`config.mk`:
```
export PLATFORM = sky130hd
export DESIGN_NAME = foel_front_flat
export DESIGN_NICKNAME = d
export VERILOG_FILES = /design/src/hdl/foel_pkg.sv /design/src/hdl/foel_if.sv /design/src/hdl/foel_front.sv /design/src/flat_wrapper.sv
export SDC_FILE = /design/constraint.sdc
export NUM_CORES = 1
export LEC_CHECK = 0
export ABC_AREA = 1
export BUFFER_PORTS_ARGS = -buffer_cell sky130_fd_sc_hd__buf_2
export CORE_ASPECT_RATIO = 1.5
export CORE_UTILIZATION = 61
export DETAILED_ROUTE_END_ITERATION = 6
export PLACE_DENSITY = 0.93
export SETUP_SLACK_MARGIN = 0.2
export SLEW_MARGIN = 20
export SYNTH_ARGS = -nofsm -noshare
export SYNTH_HDL_FRONTEND = slang
export SYNTH_SLANG_ARGS = --single-unit
```
`constraint.sdc`:
```
create_clock -name clk_i -period 11.2 [get_ports clk_i]
set_input_delay 1.68 -clock clk_i [delete_from_list [all_inputs] [get_ports clk_i]]
set_output_delay 1.68 -clock clk_i [all_outputs]
set_load 0.05 [all_outputs]
```
`src/hdl/foel_pkg.sv`:
```
package foel_pkg;

  localparam int unsigned DirectExtents = 16;
  localparam int unsigned SmallDirectExtents = 8;
  localparam int unsigned FanoutLog2 = 11;
  localparam int unsigned DeviceBlockShift = 10;

  localparam int unsigned OffW = 64;
  localparam int unsigned BnW = OffW - 1 - DeviceBlockShift;
  localparam int unsigned UblkW = 25;
  localparam int unsigned QuoW = BnW;
  localparam int unsigned IdxW = 11;
  localparam int unsigned SlotW = 5;
  localparam int unsigned CfgIdxW = 3;
  localparam int unsigned CfgDataW = 17;

  typedef enum logic [CfgIdxW-1:0] {
    RegDataLargeKb  = 3'd0,
    RegDataSmallSh  = 3'd1,
    RegDataLargeSh  = 3'd2,
    RegMetaLargeKb  = 3'd3,
    RegMetaSmallSh  = 3'd4,
    RegMetaLargeSh  = 3'd5,
    RegLegacyBug    = 3'd6,
    RegUnused       = 3'd7
  } cfg_reg_e;

  typedef struct packed {
    logic [OffW-1:0] byte_offset;
    logic            is_meta;
    logic            large_only;
    logic [7:0]      stripe_width;
  } req_t;

  typedef struct packed {
    logic             too_big;
    logic [SlotW-1:0] extent_slot;
    logic             device_class;
    logic             block_kind;
    logic [4:0]       extents_left;
    logic [IdxW-1:0]  level0_index;
    logic [IdxW-1:0]  level1_index;
    logic [IdxW-1:0]  level2_index;
  } rsp_t;

  // Per-item context traveling along the divider chain.
  typedef struct packed {
    logic            neg;
    logic            is_meta;
    logic            large_only;
    logic            use_shift;
    logic            direct;
    logic            small_unit;
    logic [4:0]      sh_s;
    logic [4:0]      sh_l;
    logic [BnW-1:0]  bn;
    logic [BnW-1:0]  rem_base;
    logic [UblkW-1:0] ublks;
    logic            legacy;
  } ctx_t;

  typedef struct packed {
    logic [BnW-1:0] rem;
    logic [QuoW-1:0] quo;
  } div_t;

endpackage

```
`src/hdl/foel_if.sv`:
```


interface foel_cfg_if;
  logic                           valid;
  logic                           ready;
  logic [foel_pkg::CfgIdxW-1:0]   index;
  logic [foel_pkg::CfgDataW-1:0]  wdata;
  modport source (output valid, output index, output wdata, input ready);
  modport sink (input valid, input index, input wdata, output ready);
endinterface

```
`src/hdl/foel_front.sv`:
```
// Register bank and first stage: class select, direct boundary, remainder setup.
module foel_front (
  input  logic              clk_i,
  input  logic              rst_ni,
  foel_cfg_if.sink          cfg,
  input  foel_pkg::req_t    req_i,
  output foel_pkg::ctx_t    ctx_o
);
  logic [16:0] dkb_q, mkb_q;
  logic [4:0]  dss_q, dls_q, mss_q, mls_q;
  logic        leg_q;
  logic [16:0] kb;
  logic [4:0]  sh_s, sh_l;
  logic [24:0] ublks;
  logic        use_shift;
  logic [foel_pkg::BnW-1:0] bn, dir, sboundary;
  logic [79:0] dwide;

  assign cfg.ready = 1'b1;

  always_ff @(posedge clk_i or negedge rst_ni) begin
    if (!rst_ni) begin
      dkb_q <= 17'd64;
      dss_q <= 5'd2;
      dls_q <= 5'd6;
      mkb_q <= 17'd16;
      mss_q <= 5'd2;
      mls_q <= 5'd4;
      leg_q <= 1'b0;
    end else if (cfg.valid) begin
      unique case (foel_pkg::cfg_reg_e'(cfg.index))
        foel_pkg::RegDataLargeKb: dkb_q <= cfg.wdata;
        foel_pkg::RegDataSmallSh: dss_q <= cfg.wdata[4:0];
        foel_pkg::RegDataLargeSh: dls_q <= cfg.wdata[4:0];
        foel_pkg::RegMetaLargeKb: mkb_q <= cfg.wdata;
        foel_pkg::RegMetaSmallSh: mss_q <= cfg.wdata[4:0];
        foel_pkg::RegMetaLargeSh: mls_q <= cfg.wdata[4:0];
        foel_pkg::RegLegacyBug:   leg_q <= cfg.wdata[0];
        default: ;
      endcase
    end
  end

  always_comb begin
    kb = req_i.is_meta ? mkb_q : dkb_q;
    sh_s = req_i.is_meta ? mss_q : dss_q;
    sh_l = req_i.is_meta ? mls_q : dls_q;
    if (kb == 17'd0) kb = 17'd1;
    ublks = (req_i.stripe_width > 8'd1) ? 25'(kb) * 25'(req_i.stripe_width) : {8'd0, kb};
    use_shift = (sh_l != 5'd0) && (req_i.stripe_width == 8'd1);
    bn = req_i.byte_offset[foel_pkg::OffW-2:foel_pkg::DeviceBlockShift];
    sboundary = foel_pkg::BnW'(80'(foel_pkg::SmallDirectExtents) << sh_s);
    if (use_shift) begin
      if (req_i.large_only) dwide = 80'(foel_pkg::DirectExtents) << sh_l;
      else dwide = (80'(foel_pkg::SmallDirectExtents) << sh_s)
                 + (80'(foel_pkg::DirectExtents - foel_pkg::SmallDirectExtents) << sh_l);
    end else begin
      dwide = 80'(ublks) * 80'(foel_pkg::DirectExtents);
    end
    dir = (dwide[79:foel_pkg::BnW] != '0) ? '1 : dwide[foel_pkg::BnW-1:0];
    ctx_o.neg = req_i.byte_offset[foel_pkg::OffW-1];
    ctx_o.is_meta = req_i.is_meta;
    ctx_o.large_only = req_i.large_only;
    ctx_o.use_shift = use_shift;
    ctx_o.direct = (dwide[79:foel_pkg::BnW] != '0) || (bn < dir);
    ctx_o.small_unit = !req_i.large_only && (bn < sboundary);
    ctx_o.sh_s = sh_s;
    ctx_o.sh_l = sh_l;
    ctx_o.bn = bn;
    ctx_o.ublks = ublks;
    ctx_o.legacy = leg_q;
    if (ctx_o.direct) begin
      ctx_o.rem_base = req_i.large_only ? bn : bn - sboundary;
    end else begin
      ctx_o.rem_base = bn - dir;
    end
  end
endmodule

```
`src/flat_wrapper.sv`:
```
// flat-port wrapper written by rule: the top's interface ports become plain ports
module foel_front_flat 
  (clk_i, rst_ni, req_i, ctx_o, cfg_valid, cfg_index, cfg_wdata, cfg_ready);
  foel_cfg_if cfg_i ();
  input  logic clk_i;
  input  logic rst_ni;
  input  foel_pkg::req_t req_i;
  output foel_pkg::ctx_t ctx_o;
  input wire logic [$bits(cfg_i.valid)-1:0] cfg_valid;
  input wire logic [$bits(cfg_i.index)-1:0] cfg_index;
  input wire logic [$bits(cfg_i.wdata)-1:0] cfg_wdata;
  output wire logic [$bits(cfg_i.ready)-1:0] cfg_ready;
  assign cfg_i.valid = cfg_valid;
  assign cfg_i.index = cfg_index;
  assign cfg_i.wdata = cfg_wdata;
  assign cfg_ready = cfg_i.ready;
  foel_front u_core (.clk_i(clk_i), .rst_ni(rst_ni), .cfg(cfg_i), .req_i(req_i), .ctx_o(ctx_o));
endmodule
```
==> flow_summary.json, run 1 <==
{
  "postSynthAreaPerCell_sq_um": 5.53,
  "fin_tns_setup_ns": 0,
  "cts_buffers": 5,
  "final-setup-viol-count": 0,
  "detailed_place_hpwl_um": 63100,
  "syn_nets": 3563,
  "path_clk_slew_ns": 0.06,
  "initial_utilization": 0.621,
  "clock-sinks": 55,
  "firstDrtPassIters": 7,
  "rsz0062_at_grt": "no",
  "cts_max_level": 2,
  "overflow": 0,
  "die_width_um": 142,
  "grt_pass1_vias": 21500,
  "grt_max_degree": 56,
  "worst_pin_slew_ns": 1.17,
  "cpPeakStageDelay_ns": 0.56,
  "ios": 246,
  "track_usage": 0.534,
  "finClkSkew_ns": 0,
  "hp-class": "reg2reg",
  "avgRoutedWirePerCell_um": 20.7,
  "vias": 22500,
  "drv_slew": 0,
  "rows": 76,
  "period_share": 0.958,
  "violations": "design-rule violations",
  "crit_path_frequent_cell": "nand2_1",
  "synth_area_leaders": "nand2_1, inv_1, fa_1, ha_1, nor2_1",
  "min_period_ns": 10.73,
  "crit_type": "in2out",
  "area_growth_pct": 9.22,
  "synth-edff-count": 0,
  "crit_path_end_kind": "primary output",
  "core_sq_um": 28800,
  "fp.dieArea_sq_um": 30000,
  "critical-path-slowest-cell": "fa_1",
  "detail-route-antenna-nets": 0,
  "worstPathRequired_ns": 9.52,
  "synth_top_area_cell": "nand2_1",
  "status": "complete, but fails checks",
  "synthCells": 3233,
  "drive_gt1_frac": 0.115,
  "ys_async_sr_fraction": 1.00,
  "synth_ff_type": "dfrtp_1",
  "die_h_um": 212,
  "netlist_area_sq_um": 17900,
  "ys_types": 49,
  "startpoint_type": "primary input",
  "clock_latency_ns": 0.29,
  "antenna_found_initial": 3,
  "yosysSeqAreaShare": 0.0775,
  "drc": 7,
  "cp_max_fo": 35,
  "netlist_top_cells_count": "nand2_1, inv_1, nor2_1",
  "yosysTopAreaCellShare": 0.213,
  "ys_seq_elements": 55,
  "max_cap_viol_count": 0,
  "finalWirelength_um": 78700,
  "viasPerCell": 5.90,
  "crit_buf_inv": 10,
  "fillers": 2793,
  "cts_tree": "built",
  "cp_top_family": "adder cells",
  "finalNetCount": 3746,
  "first_iter_violations": 1972,
  "max_freq_mhz": 93.2,
  "root_buffer": "clkbuf_16",
  "max-slew-margin-rel": 0.219,
  "numPortBuffers": 229,
  "crit_arrival_ns": 9.05,
  "post_cts_buffers": 0,
  "grt_pass1_wl_um": 119000,
  "place_congestion": 1.12,
  "synthMostInstantiatedCell": "nand2_1",
  "ys_warn_count": 0,
  "cts_buffer_depth": 2,
  "hold_viol_final": 0
}
layout by cell type (no fill, tap or decap), types with 16 or more instances in the layout:
cell type,instances
dfrtp_1,48
fa_1,91
nand3_1,209
nor3_1,19
xor2_1,19
nand2_1,1014
inv_1,570
nand4_1,43
xnor2_1,25
o21a_1,16
o21ai_0,145
nor2_1,464
a21oi_1,138
buf_4,68
ha_1,141
buf_2,227
kinds of logic (layout without fill, tap and decap cells):
kind of cell / Yosys count / in the layout / synth area share
and+or+nand+nor: 1821 / 1821 / 0.416
buffers and inverters: 712 / 896 / 0.169
AOI/OAI and AO/OA: 366 / 366 / 0.113
adders and majority gates: 233 / 233 / 0.201
DFF: 55 / 55 / 0.0775
xor gates and xnor gates: 44 / 44 / 0.0216
other: 1 / 4 / 0.000210
muxes: 1 / 1 / 0.000770
metal layers:
metal	GRT usage	wire, um
met3	0.187	8790
met1	0.482	23200
met4	0.641	12000
met5	0	39
met2	0.861	34700
flip-flops by register name, summed over array words and instances (netlist names):
name / cells
u_core.leg_q: 1
u_core.dkb_q: 17
u_core.mls_q: 5
u_core.mss_q: 5
u_core.mkb_q: 17
u_core.dls_q: 5
u_core.dss_q: 5
final cells by class:
class                           instances  area [sq um]  share of cell area
Clock buffer                            6           139             0.00711
Antenna cell                            3          7.51            0.000384
Sequential cell                        55          1390              0.0709
Multi-Input combinational cell       2466         13500               0.693
Inverter                              588          2210               0.113
Timing Repair Buffer                  300          1730              0.0888
Tap cell                              390           488              0.0250
Clock inverter                          2          35.0             0.00179
worst register-to-register path: cells and delay by family (launching register included):
kind,cells,cell delay (ns)
flip-flops,1,0.40
AO/OA/AOI/OAI,1,0.17
AND/OR/NAND/NOR,1,0.12
final timing paths:
check	from	endpoint	slack (ns)	cells after the start
setup / recovery	req_i[9]	ctx_o[47]	0.47	41
hold / removal	u_core.mss_q[2]	u_core.mss_q[2]	0.49	2
setup reg to reg	u_core.dkb_q[1]	u_core.dkb_q[1]	10.34	2
hold reg to reg	u_core.mss_q[2]	u_core.mss_q[2]	0.49	2
max in group asynchronous	rst_ni	u_core.mss_q[2]	9.21	2
min in group asynchronous	rst_ni	u_core.dkb_q[14]	1.52	2
per-stage QoR:
step	hold slack [ns]	utilization	setup WS [ns]	instances	area (sq um)
floorplan	0.448	-	0.284	3233	17900
global placement	0.462	0.669	0.249	3799	19300
detailed placement	0.468	0.669	0.208	3799	19300
CTS	0.484	0.675	0.317	3807	19400
global route	0.508	0.678	0.224	3808	19500
finish	0.490	0.678	0.473	3810	19500
what timing repair did:
item | CTS | global route
endpoints found under the setup margin | 6 | 51
gates resized for setup | 1 | 21
hold buffers | 0 | 0
Power of run 1 is not shown: default switching activity piles up to over one toggle a cycle in this logic, so the estimate is an artifact.
==> inputs of run 2 (changes only) <==
--- a/config.mk
+++ b/config.mk
@@ -12,2 +12,3 @@
 export DETAILED_ROUTE_END_ITERATION = 6
+export GPL_TIMING_DRIVEN = 0
 export PLACE_DENSITY = 0.93
==> constraint.sdc (replaced) <==
create_clock -name clk_i -period 11.2 [get_ports clk_i]
set_input_delay 0.56 -clock clk_i [delete_from_list [all_inputs] [get_ports clk_i]]
set_output_delay 0.56 -clock clk_i [all_outputs]
set_load 0.05 [all_outputs]
==> run 2 against run 1 <==
The flow still finishes with violations (design-rule violations). Critical path depth is 1 lower. Worst setup slack better by 0.50 ns. Clock skew stayed put. Non-clock buffer count is 55 higher. Register-to-register slack better by 0.05 ns. Via count is 2.4% higher. Sequential cell count stayed put. Clock-buffer cell count is 1 higher. Worst hold slack worse by 0.20 ns.
==> flow_summary.json, run 2 (synthesis gave the netlist of run 1 again) <==
{
  "overflow": 0,
  "initial_utilization": 0.621,
  "worst_pin_slew_ns": 1.19,
  "ios": 246,
  "worstPathRequired_ns": 10.64,
  "finalNetCount": 3801,
  "antenna_found_initial": 11,
  "max_freq_mhz": 97.8,
  "drc": 1,
  "cts_resized": 0,
  "numPortBuffers": 231,
  "detailed_place_hpwl_um": 66600,
  "postCtsHoldBufs": 0,
  "rows": 76,
  "crit_type": "in2out",
  "firstDrtPassIters": 7,
  "detail-route-antenna-nets": 0,
  "drv_slew": 0,
  "max_cap_viol_count": 0,
  "root_buffer": "clkbuf_16",
  "critical-path-slowest-cell": "o21ai_2",
  "cpPeakStageDelay_ns": 0.78,
  "finalWirelength_um": 83700,
  "post_cts_buffers": 0,
  "first_iter_violations": 2667,
  "avgRoutedWirePerCell_um": 21.7,
  "die_width_um": 142,
  "track_usage": 0.590,
  "rrSetupSlack_ns": 10.39,
  "mostFrequentLayoutCells": "nand2_1, inv_1, nor2_1",
  "vias": 23000,
  "top_regs": "u_core.dkb_q x17, u_core.mkb_q x17",
  "max-slew-margin-rel": 0.200,
  "mostFrequentLayoutCell": "nand2_1",
  "fp.dieArea_sq_um": 30000,
  "place_congestion": 1.14,
  "grt_max_degree": 56,
  "cts_buffers": 5,
  "ff2ff_path_depth": 2,
  "grt_pass1_wl_um": 131000,
  "min_period_ns": 10.23,
  "hold_viol_final": 0,
  "clock_latency_ns": 0.29,
  "fin_tns_setup_ns": 0,
  "crit_path_frequent_cell": "nand2_1",
  "reg2reg_from": "u_core.mkb_q[4]",
  "die_h_um": 212,
  "rsz0062_at_grt": "no",
  "path_clk_slew_ns": 0.06,
  "timing.rr.end": "u_core.mkb_q[4]",
  "grt_pass1_vias": 22300,
  "core_sq_um": 28800,
  "crit_path_end_kind": "primary output",
  "clock-sinks": 55,
  "viasPerCell": 5.95,
  "cts_max_level": 2,
  "violations": "design-rule violations",
  "cp_max_fo": 10,
  "period_share": 0.913,
  "cts_tree": "built",
  "status": "complete, but fails checks",
  "hp-class": "in2async",
  "cts_buffer_depth": 2,
  "drive_gt1_frac": 0.114,
  "area_growth_pct": 10.1,
  "startpoint_type": "primary input",
  "final-setup-viol-count": 0,
  "crit_arrival_ns": 9.67,
  "finClkSkew_ns": 0
}
## run 2: cell types whose count changed in the layout (fill, tap and decap cells not counted), moves of 4 or more
cell / change
buf_6: +9
clkbuf_1: +34
buf_2: +14
a21oi_1: +6
a21oi_2: -6
nor2_1: +5
buf_4: +4
buf_12: -4
nor2_2: -4
## run 2: worst max-delay path by stage
stage / slack (ns) / from / cells past startpoint / end
after floorplan: 2.52 / req_i[9] / 37 / ctx_o[37]
after global placement: 1.94 / req_i[9] / 40 / ctx_o[57]
after detailed placement: 1.85 / req_i[9] / 40 / ctx_o[57]
after CTS: 1.78 / req_i[9] / 40 / ctx_o[57]
after global routing: 0.62 / req_i[9] / 40 / ctx_o[59]
final: 0.97 / req_i[9] / 40 / ctx_o[59]
## run 2: layout make-up
class / count / area [sq um]
clock inverters: 1 / 5.00
multi-input cells: 2466 / 13500
plain buffers: 124 / 813
well taps: 390 / 488
flip-flops and latches: 55 / 1390
fillers: 2776 / 9140
diodes: 5 / 12.5
inverters: 588 / 2210
repair buffers: 231 / 1160
clock buffers: 7 / 133
## run 2: layer usage
metal	GRT usage	wire length, um	vias up
met3	0.311	10800	790
met1	0.528	24400	9972
met5	0.0255	48	-
met2	0.891	36300	1805
li1	-	-	10400
met4	0.672	12200	8
## run 2: critical path: cells and delay by family
family | cells | cell delay [ns]
buffers and inverters | 10 | 1.18
AND/OR/NAND/NOR | 21 | 3.52
AO/OA/AOI/OAI | 3 | 1.49
adder cells (fa/ha/maj) | 6 | 2.88
## run 2: per-stage QoR
stage	util	std cells	setup slack [ns]	cell area, sq um	hold slack, ns
2_1_floorplan	-	3233	2.52	17900	0.264
3_3_place_gp	0.678	3854	1.94	19500	0.463
3_5_place_dp	0.678	3854	1.85	19500	0.473
4_1_cts	0.682	3862	1.78	19700	0.317
5_1_grt	0.683	3863	0.615	19700	0.358
6_report	0.683	3867	0.974	19700	0.292
Power of run 2 is left out for the same reason.
