## config.mk

```make
export PLATFORM = sky130hd
export DESIGN_NAME = foel_back
export DESIGN_NICKNAME = d
export VERILOG_FILES = /design/src/hdl/foel_pkg.sv /design/src/hdl/foel_back.sv
export SDC_FILE = /design/constraint.sdc
export NUM_CORES = 1
export LEC_CHECK = 0
export BUFFER_PORTS_ARGS = -buffer_cell sky130_fd_sc_hd__buf_2
export CAP_MARGIN = 10
export CORE_UTILIZATION = 40
export DETAILED_ROUTE_END_ITERATION = 8
export GPL_TIMING_DRIVEN = 0
export PLACE_DENSITY = 0.73
export SYNTH_ARGS = -nofsm -noshare
export SYNTH_HDL_FRONTEND = slang
export SYNTH_SLANG_ARGS = --single-unit
```

## constraint.sdc

```tcl
create_clock -name vclk -period 12.8
set_input_delay 2.56 -clock vclk [all_inputs]
set_output_delay 2.56 -clock vclk [all_outputs]
set_load 0.005 [all_outputs]
```

## src/hdl/foel_pkg.sv

```systemverilog
package foel_pkg;

  localparam int unsigned DirectExtents = 16;
  localparam int unsigned SmallDirectExtents = 8;
  localparam int unsigned FanoutLog2 = 11;
  localparam int unsigned DeviceBlockShift = 10;

  localparam int unsigned OffW = 64;
  localparam int unsigned BnW = OffW - 1 - DeviceBlockShift;
  localparam int unsigned UblkW = 25;
  localparam int unsigned QuoW = BnW;
  localparam int unsigned IdxW = 11;
  localparam int unsigned SlotW = 5;
  localparam int unsigned CfgIdxW = 3;
  localparam int unsigned CfgDataW = 17;

  typedef enum logic [CfgIdxW-1:0] {
    RegDataLargeKb  = 3'd0,
    RegDataSmallSh  = 3'd1,
    RegDataLargeSh  = 3'd2,
    RegMetaLargeKb  = 3'd3,
    RegMetaSmallSh  = 3'd4,
    RegMetaLargeSh  = 3'd5,
    RegLegacyBug    = 3'd6,
    RegUnused       = 3'd7
  } cfg_reg_e;

  typedef struct packed {
    logic [OffW-1:0] byte_offset;
    logic            is_meta;
    logic            large_only;
    logic [7:0]      stripe_width;
  } req_t;

  typedef struct packed {
    logic             too_big;
    logic [SlotW-1:0] extent_slot;
    logic             device_class;
    logic             block_kind;
    logic [4:0]       extents_left;
    logic [IdxW-1:0]  level0_index;
    logic [IdxW-1:0]  level1_index;
    logic [IdxW-1:0]  level2_index;
  } rsp_t;

  // Per-item context traveling along the divider chain.
  typedef struct packed {
    logic            neg;
    logic            is_meta;
    logic            large_only;
    logic            use_shift;
    logic            direct;
    logic            small_unit;
    logic [4:0]      sh_s;
    logic [4:0]      sh_l;
    logic [BnW-1:0]  bn;
    logic [BnW-1:0]  rem_base;
    logic [UblkW-1:0] ublks;
    logic            legacy;
  } ctx_t;

  typedef struct packed {
    logic [BnW-1:0] rem;
    logic [QuoW-1:0] quo;
  } div_t;

endpackage

```

## src/hdl/foel_back.sv

```systemverilog
// Last stage: turns the unit number into slot, kind, extents left and indirect indices, or flags too_big.
module foel_back (
  input  foel_pkg::ctx_t  ctx_i,
  input  foel_pkg::div_t  div_i,
  output foel_pkg::rsp_t  rsp_o
);
  logic [foel_pkg::BnW-1:0] u, t1, t2, slot;
  logic [foel_pkg::IdxW:0]  k1;
  logic                     err;
  localparam logic [foel_pkg::BnW-1:0] Fan = foel_pkg::BnW'(1) << foel_pkg::FanoutLog2;
  localparam logic [foel_pkg::BnW-1:0] Last = foel_pkg::BnW'(foel_pkg::DirectExtents - 1);

  always_comb begin
    u = (ctx_i.use_shift || (ctx_i.direct && !ctx_i.large_only))
      ? ctx_i.rem_base >> ctx_i.sh_l : div_i.quo;
    rsp_o = '0;
    err = ctx_i.neg;
    rsp_o.device_class = ctx_i.is_meta;
    rsp_o.block_kind = 1'b1;
    t1 = (u >> foel_pkg::FanoutLog2) - 1'b1;
    t2 = (t1 >> foel_pkg::FanoutLog2) - 1'b1;
    k1 = {1'b0, t1[foel_pkg::IdxW-1:0]} + (foel_pkg::IdxW+1)'(ctx_i.legacy);
    if (ctx_i.direct) begin
      if (ctx_i.small_unit) begin
        slot = ctx_i.bn >> ctx_i.sh_s;
        rsp_o.block_kind = 1'b0;
        rsp_o.extents_left = 5'(foel_pkg::SmallDirectExtents - slot);
      end else begin
        slot = ctx_i.large_only ? u : u + foel_pkg::BnW'(foel_pkg::SmallDirectExtents);
        if (!ctx_i.large_only && u > Last) slot = Last;
        if (slot > Last) slot = Last;
        rsp_o.extents_left = 5'(foel_pkg::DirectExtents - slot);
      end
    end else if (u < Fan) begin
      slot = foel_pkg::BnW'(foel_pkg::DirectExtents);
      rsp_o.level0_index = u[foel_pkg::IdxW-1:0];
    end else if (t1 < Fan) begin
      slot = foel_pkg::BnW'(foel_pkg::DirectExtents + 1);
      rsp_o.level0_index = t1[foel_pkg::IdxW-1:0];
      rsp_o.level1_index = u[foel_pkg::IdxW-1:0];
    end else begin
      slot = foel_pkg::BnW'(foel_pkg::DirectExtents + 2);
      if (k1[foel_pkg::IdxW] || t2 >= Fan) err = 1'b1;
      rsp_o.level0_index = t2[foel_pkg::IdxW-1:0];
      rsp_o.level1_index = k1[foel_pkg::IdxW-1:0];
      rsp_o.level2_index = u[foel_pkg::IdxW-1:0];
    end
    rsp_o.extent_slot = slot[foel_pkg::SlotW-1:0];
    if (err) begin
      rsp_o = '0;
      rsp_o.too_big = 1'b1;
    end
  end
endmodule
```

==> run metrics, run 1 <==
pwr dens=around 50 nW/µm²; post-synth top area share=0.163; global-route wire length before repair=65100 µm; RSZ-0062 raised after global routing=no; worst vdd rail ir drop=0.0000269 V; Worst-Margin Slew=between 1 and 1.5 ns; WHS=5.42 ns; hold-fix buffers at CTS=0; Yosys top cell by area=mux4_2; Placer Congestion=1.00; Place WS=0.0282 ns; drt drc=0; Logic pwr share=1.000; Slew Limit Fails=0; most numerous cell on the critical path=buf_2; Mapped Cells=1281; Crit. End Element=primary output; setup TNS=0 ns; post-synth cell types=110; final setup fails=0; routed wirelength normalized by instance count=approximately 24 µm; Detailed Place HPWL=36000 µm; core area=between 20000 and 25000 µm²; Antenna diodes=0; Final Net Count=1746; sequential area share after synthesis=0; Static Leak=4.49 nW; Ports=300; Pwr Total=556 µW; CLK BUF=0; crit path max fanout=10; Rows=57; Hold Path Class=input port to primary output; IO Port Bufs=a little under 200; P_sw=around 340 µW; Sw Ratio=0.616; max frequency=80.8 MHz; Post-Syn Nets=1545; Pre-antenna DRT Iters=6; die area=25400 µm²; fin crit share=0.967; layout cell share with drive strength beyond 1=0.282; CP cell instances=buf_2 -> buf_2 -> buf_2 -> buf_4 -> clkbuf_1 -> buf_1 -> a311oi_1 -> a211oi_1 -> o311ai_1 -> nor4_4 -> nand2_1 -> nor3_1 -> a21boi_0 -> o22ai_1 -> a2111oi_0 -> nand4_1 -> or3_1 -> buf_2 -> nor2_1 -> ha_1 -> or3b_2 -> or4_1 -> a21oi_1 -> buf_2; crit path kind=input port to primary output; number of fill cells=2474; Worst Path Buf+Inv=8; Overflow after GRT=0; Slew Limit Headroom=0.0496; vias in the first global route=11.5k; status=finished, final reports clean; slowest CP cell=buf_1; DRT antenna net count=0; Int Pwr=214 µW; initial antenna violation count=0; die height=between 150 and 200 µm; Worst EP required=10.24 ns; hold depth=4; largest cells by area after synthesis=mux4_2 16%, mux2i_1 10%, xnor2_1 5.5%; Total Routing Usage GR=0.320; clock group share of total power=0; commonest non-fill, non-tap cell in the layout=buf_2; final worst slack=approximately 0.42 ns; clock period minus worst slack=12.38 ns; number of max-cap violations=0; CP peak stage delay=0.57 ns; crit path DAT=around 10 ns; Die X=159 µm; starting density of the core=0.408; vias per cell=6.84; Levels on crit path=24; FF+latch count=0; DRT iter0 DRCs=1601; final WL=43100 µm; final hold viol count=0; commonest cells after routing, fill and taps aside=219 x buf_2, 116 x nand2_1, 102 x mux2i_1, 83 x nor2_1, 72 x mux4_2; Area Overhead vs Synth=14.6%; synth warn=0; Sequential Power Share=0; Setup crit start kind=input port; total number of vias=12.3k; mean area per synthesized cell=a little under 8 µm²; Top Family by Delay on Critical Path=simple AND/OR/NAND/NOR gates; Post-Syn Area=9920 µm²; sequential cell area=0 µm²; largest net degree at the start of global routing=11
through the flow:
stage,utilization,cell area (µm²),std cells
6_report,0.467,11400,1804
2_1_floorplan,-,9920,1281
3_5_place_dp,0.465,11300,1800
3_3_place_gp,0.465,11300,1800
5_1_grt,0.467,11400,1804
4_1_cts,0.465,11300,1800
power groups by stage:
stage / sequential (mW) / clock [mW] / combinational (mW)
3_5_place_dp: 0 / 0 / 0.532
3_3_place_gp: 0 / 0 / 0.529
6_report: 0 / 0 / 0.556
5_1_grt: 0 / 0 / 0.587
2_1_floorplan: 0 / 0 / 0.369
4_1_cts: 0 / 0 / 0.534
layer usage:
metal,up-vias,part of all wire,global-route usage
met1,5865,0.40,0.428
met2,841,0.45,0.516
met5,-,0,0
met4,0,0.058,0.159
met3,141,0.095,0.0305
li1,5496,-,-
timing repair:
action                     in CTS  in global routing
setup buffers                   0                  4
resized for setup               0                  8
setup endpoints to repair       0                 40
layout make-up:
| type | count | area [µm²] | area share |
|---|---|---|---|
| multi-input cells | 1147 | 9240 | 0.813 |
| repair buffers | 199 | 1010 | 0.0885 |
| plain buffers | 102 | 589 | 0.0519 |
| inverters | 32 | 120 | 0.0106 |
| well taps | 324 | 405 | 0.0357 |
synth_stat cells, types with 17 or more instances:
cell	count
a21oi_1	56
a22oi_1	17
and2_1	18
and3_1	30
buf_2	24
clkbuf_1	39
inv_1	27
mux2_2	39
mux2i_1	102
mux4_2	72
nand2_1	116
nand3_1	59
nand4_1	25
nor2_1	84
nor3_1	52
nor4_1	18
o21ai_0	38
or3_1	23
xnor2_1	62
xor2_1	25
kinds of logic (layout without fill, tap and decap cells):
group	after synthesis	count (layout)	share of synthesized area
AOI/OAI and AO/OA	323	323	0.246
xor gates and xnor gates	87	87	0.0768
adders and majority gates	10	10	0.0126
buffers and inverters	134	333	0.0713
muxes	217	217	0.316
and+or+nand+nor	510	510	0.278
worst paths after layout:
kind / startpoint / to / slack (ns)
max: ctx_i[134] / rsp_o[37] / 0.42
min: ctx_i[146] / rsp_o[39] / 5.42
(Power assumes the default switching activity.)
==> run 2: changes to the inputs <==
Settings changed: CELL_PAD_IN_SITES_DETAIL_PLACEMENT from default to 0, CELL_PAD_IN_SITES_GLOBAL_PLACEMENT from default to 1, PLACE_DENSITY 0.73 to 0.94, SLEW_MARGIN from default to 10.
==> run metrics, run 2 (synthesized netlist as in run 1, its figures left out) <==
Worst EP required=10.24 ns; commonest non-fill, non-tap cell in the layout=buf_2; Sequential Power Share=0; Slew Limit Fails=0; layout cell share with drive strength beyond 1=0.283; Die X=159 µm; crit path kind=input port to primary output; Rows=57; Int Pwr=~210 µW; die area=~25000 µm²; DRT iter0 DRCs=1373; Detailed Place HPWL=36200 µm; die height=159 µm; Static Leak=4.49 nW; worst vdd rail ir drop=0.0000307 V; hold depth=4; fin crit share=0.967; pwr dens=about 49 nW/µm²; core area=roughly 24000 µm²; vias in the first global route=11.5k; Slew Limit Headroom=0.300; status=finished, final reports clean; Overflow after GRT=0; Pre-antenna DRT Iters=6; routed wirelength normalized by instance count=23.8 µm; Setup crit start kind=input port; CP peak stage delay=roughly 0.56 ns; Logic pwr share=1.000; Final Net Count=1749; Area Overhead vs Synth=14.6%; number of fill cells=2432; clock period minus worst slack=12.38 ns; total number of vias=12.3k; Placer Congestion=~1.0; Worst-Margin Slew=~1.0 ns; final setup fails=0; starting density of the core=0.408; DRT antenna net count=0; FF+latch count=0; Pwr Total=~560 µW; commonest cells after routing, fill and taps aside=219 x buf_2, 116 x nand2_1, 102 x mux2i_1, 83 x nor2_1, 72 x mux4_2; worst min-delay path startpoint=ctx_i[146]; slowest CP cell=or4_4; Crit. End Element=primary output; P_sw=341 µW; WHS=between 5 and 6 ns; global-route wire length before repair=65800 µm; RSZ-0062 raised after global routing=no; Antenna diodes=0; number of max-cap violations=0; final WL=43100 µm; crit path max fanout=10; worst hold endpoint=rsp_o[39]; Total Routing Usage GR=0.325; initial antenna violation count=0; largest net degree at the start of global routing=11; crit path DAT=9.82 ns; sequential cell area=0 µm²; clock group share of total power=0; drt drc=0; final worst slack=0.419 ns; max frequency=80.8 MHz; Ports=300; most numerous cell on the critical path=buf_2; IO Port Bufs=195; final hold viol count=0; vias per cell=6.81; Sw Ratio=0.615; Hold Path Class=input port to primary output; CLK BUF=0; Place WS=-0.121 ns; multi-input logic area=around 9200 µm²
[run 2: changes by cell type in the layout (fill, tap and decap cells not counted), sizes merged]
| cell | previous run | this run |
|---|---|---|
| clkbuf | 40 | 42 |
| buf | 260 | 261 |
[run 2: per-stage QoR]
stage / cell area, µm² / instances / utilization / setup TNS, ns
floorplan: 9920 / 1281 / - / 0
global placement: 11300 / 1800 / 0.465 / -0.0187
detailed placement: 11300 / 1800 / 0.465 / -1.11
CTS: 11300 / 1800 / 0.465 / 0
global route: 11400 / 1807 / 0.467 / 0
finish: 11400 / 1807 / 0.467 / 0
[run 2: cell type report]
class | instances | area share
Inverter | 32 | 0.0106
Timing Repair Buffer | 202 | 0.0900
Multi-Input combinational cell | 1147 | 0.812
Tap cell | 324 | 0.0357
Buffer | 102 | 0.0518
[run 2: power by group through the flow]
stage                     Sequential, mW  Combinational, mW  Clock (mW)
after floorplan                        0              0.369           0
after CTS                              0              0.535           0
after detailed placement               0              0.533           0
after global placement                 0              0.529           0
final                                  0              0.555           0
after global routing                   0              0.589           0
[run 2: timing repair]
action / in CTS / in global routing
setup endpoints to repair: 21 / 36
setup buffers: 0 / 5
gates resized for setup: 2 / 3
pin swaps: 0 / 2
hold buffers: 0 / 0
[run 2: worst max-delay path by stage]
stage	from	to	slack [ns]	cells past startpoint
final	ctx_i[133]	rsp_o[3]	0.42	30
after global routing	ctx_i[133]	rsp_o[3]	0.07	30
after CTS	ctx_i[133]	rsp_o[3]	0.002	29
after detailed placement	ctx_i[135]	rsp_o[3]	-0.12	29
after global placement	ctx_i[135]	rsp_o[3]	-0.02	29
after floorplan	ctx_i[135]	rsp_o[24]	1.56	26
[run 2: worst max-delay path: cells and delay by family]
family / cells / cell delay, ns
and+or+nand+nor: 12 / 2.53
buffers and inverters: 10 / 2.18
AOI/OAI and AO/OA: 3 / 1.09
adders and majority gates: 2 / 0.72
muxes: 1 / 0.38
xor gates and xnor gates: 2 / 0.33
[run 2: per-layer routing]
| layer | share of wire | GRT usage | vias up |
|---|---|---|---|
| li1 | - | - | 5509 |
| met1 | 0.41 | 0.430 | 5845 |
| met2 | 0.45 | 0.538 | 824 |
| met3 | 0.092 | 0.0349 | 119 |
| met4 | 0.048 | 0.131 | 0 |
| met5 | 0 | 0 | - |
==> run 3: changes to the inputs <==
Settings changed: ABC_AREA from default to 1, CORE_UTILIZATION 40 to 36, PLACE_DENSITY 0.94 to 0.92.
==> run metrics, run 3 <==
status=finished, final reports clean; Mapped Cells=2447; post-synthesis xor/xnor area fraction=0.0162; synth warn=0; FF+latch count=0; CLK BUF=0; Final Util=0.414; total number of vias=between 15k and 20k; Top Family by Delay on Critical Path=simple AND/OR/NAND/NOR gates; sequential cell area=0 µm²; cell with the most instances after synthesis=nand2_1; vias in the first global route=between 15k and 20k; Antenna diodes=0; Pre-antenna DRT Iters=6; setup TNS=0 ns; Post-Syn Area=between 10000 and 15000 µm²; Die X=around 180 µm; Overflow after GRT=0; IO Port Bufs=199; Hold Path Class=input port to primary output; Final Net Count=approximately 3k; core area=32500 µm²; Worst-Margin Slew=1.17 ns; Place WS=1.77 ns; sequential area share after synthesis=0; vias per cell=about 5.8; Worst Path Buf+Inv=11; Finished Layout Cells=3089; Total Routing Usage GR=0.370; starting density of the core=0.366; Post-Syn Nets=around 2.7k; post-synth top area share=0.256; Static Leak=between 6 and 7 nW; Worst EP required=10.24 ns; Post-synth top cells=811 x nand2_1, 505 x nand3_1, 297 x nor2_1, 187 x inv_1, 89 x o21ai_0; Detailed Place HPWL=~55000 µm; number of fill cells=3915; clock period minus worst slack=roughly 11 ns; Area Overhead vs Synth=13.1%; final worst slack=about 1.6 ns; largest net degree at the start of global routing=11; final hold viol count=0; commonest cells after routing, fill and taps aside=811 x nand2_1, 505 x nand3_1, 297 x nor2_1, 223 x buf_2, 187 x inv_1; WHS=5.44 ns; Yosys top cell by area=nand2_1; initial antenna violation count=1; hold-fix buffers at CTS=0; largest cells by area after synthesis=nand2_1 26%, nand3_1 21%, nor2_1 9.4%; pwr dens=48.4 nW/µm²; CP peak stage delay=0.56 ns; Adder-Cell Fraction of Synth Area=0.0105; die area=between 30000 and 40000 µm²; global-route wire length before repair=about 95000 µm; largest family of logic cells by synthesized area=simple AND/OR/NAND/NOR gates; die height=184 µm; Slew Limit Fails=0; DRT antenna net count=0; crit path DAT=8.61 ns; Setup Buffers After CTS=0; Slew Limit Headroom=0.214; mux contribution to synthesized area=0.00420; max frequency=89.5 MHz; number of max-cap violations=0; post-synth cell types=54; post-synthesis compound-gate area fraction=0.0891; mean area per synthesized cell=around 5 µm²; routed wirelength normalized by instance count=~21 µm; crit path max fanout=10; drt drc=0; post-synthesis simple-gate area fraction=0.759; Crit. End Element=primary output; worst vdd rail ir drop=approximately 0.000016 V; final WL=64300 µm; PostCTS Resize Cnt=0; final setup fails=0; Rows=66; crit path kind=input port to primary output; Setup crit start kind=input port; commonest non-fill, non-tap cell in the layout=nand2_1; DRT iter0 DRCs=1985; Placed Instances=3088; layout cell share with drive strength beyond 1=0.175; most numerous cell on the critical path=nand2_1; fin crit share=0.873; slowest CP cell=buf_1; Placer Congestion=1.00; Ports=300; RSZ-0062 raised after global routing=no
==> run 3: per-stage QoR <==
| stage | power (mW) | instance area (µm²) |
|---|---|---|
| floorplan | 0.420 | 11900 |
| global placement | 0.629 | 13500 |
| detailed placement | 0.630 | 13500 |
| CTS | 0.633 | 13500 |
| global route | 0.705 | 13500 |
| finish | 0.651 | 13500 |
==> run 3: cell families after synthesis <==
kind of cell               Yosys count
muxes                                5
AOI/OAI and AO/OA                  185
and+or+nand+nor                   1904
adders and majority gates           10
buffers and inverters              321
xor gates and xnor gates            22
==> run 3: area by class of cell <==
type                       instances  area [µm²]  share of cell area
multi-input combinational       2126       10500               0.778
timing repair buffer             200        1000              0.0745
inverter                         223         845              0.0627
buffer                            98         594              0.0441
tap                              442         553              0.0411
==> run 3: path summary, 6_finish.rpt <==
path	from	end	slack, ns	depth (start not counted)
worst max-delay path	ctx_i[135]	rsp_o[35]	1.63	34
worst min-delay path	ctx_i[146]	rsp_o[39]	5.44	4
==> run 3: power breakdown <==
group | leakage [nW] | switching, mW | total, mW | internal, mW
logic | 6.77 | 0.470 | 0.651 | 0.181
registers | 0 | 0 | 0 | 0
clock network | 0 | 0 | 0 | 0
total | 6.77 | 0.470 | 0.651 | 0.181
==> run 3: layer usage <==
metal / track usage / part of all wire / vias to the layer above
met3: 0.0422 / 0.090 / 166
met5: 0 / 0.00017 / -
li1: - / - / 8477
met1: 0.499 / 0.43 / 8172
met2: 0.607 / 0.44 / 971
met4: 0.127 / 0.040 / 2
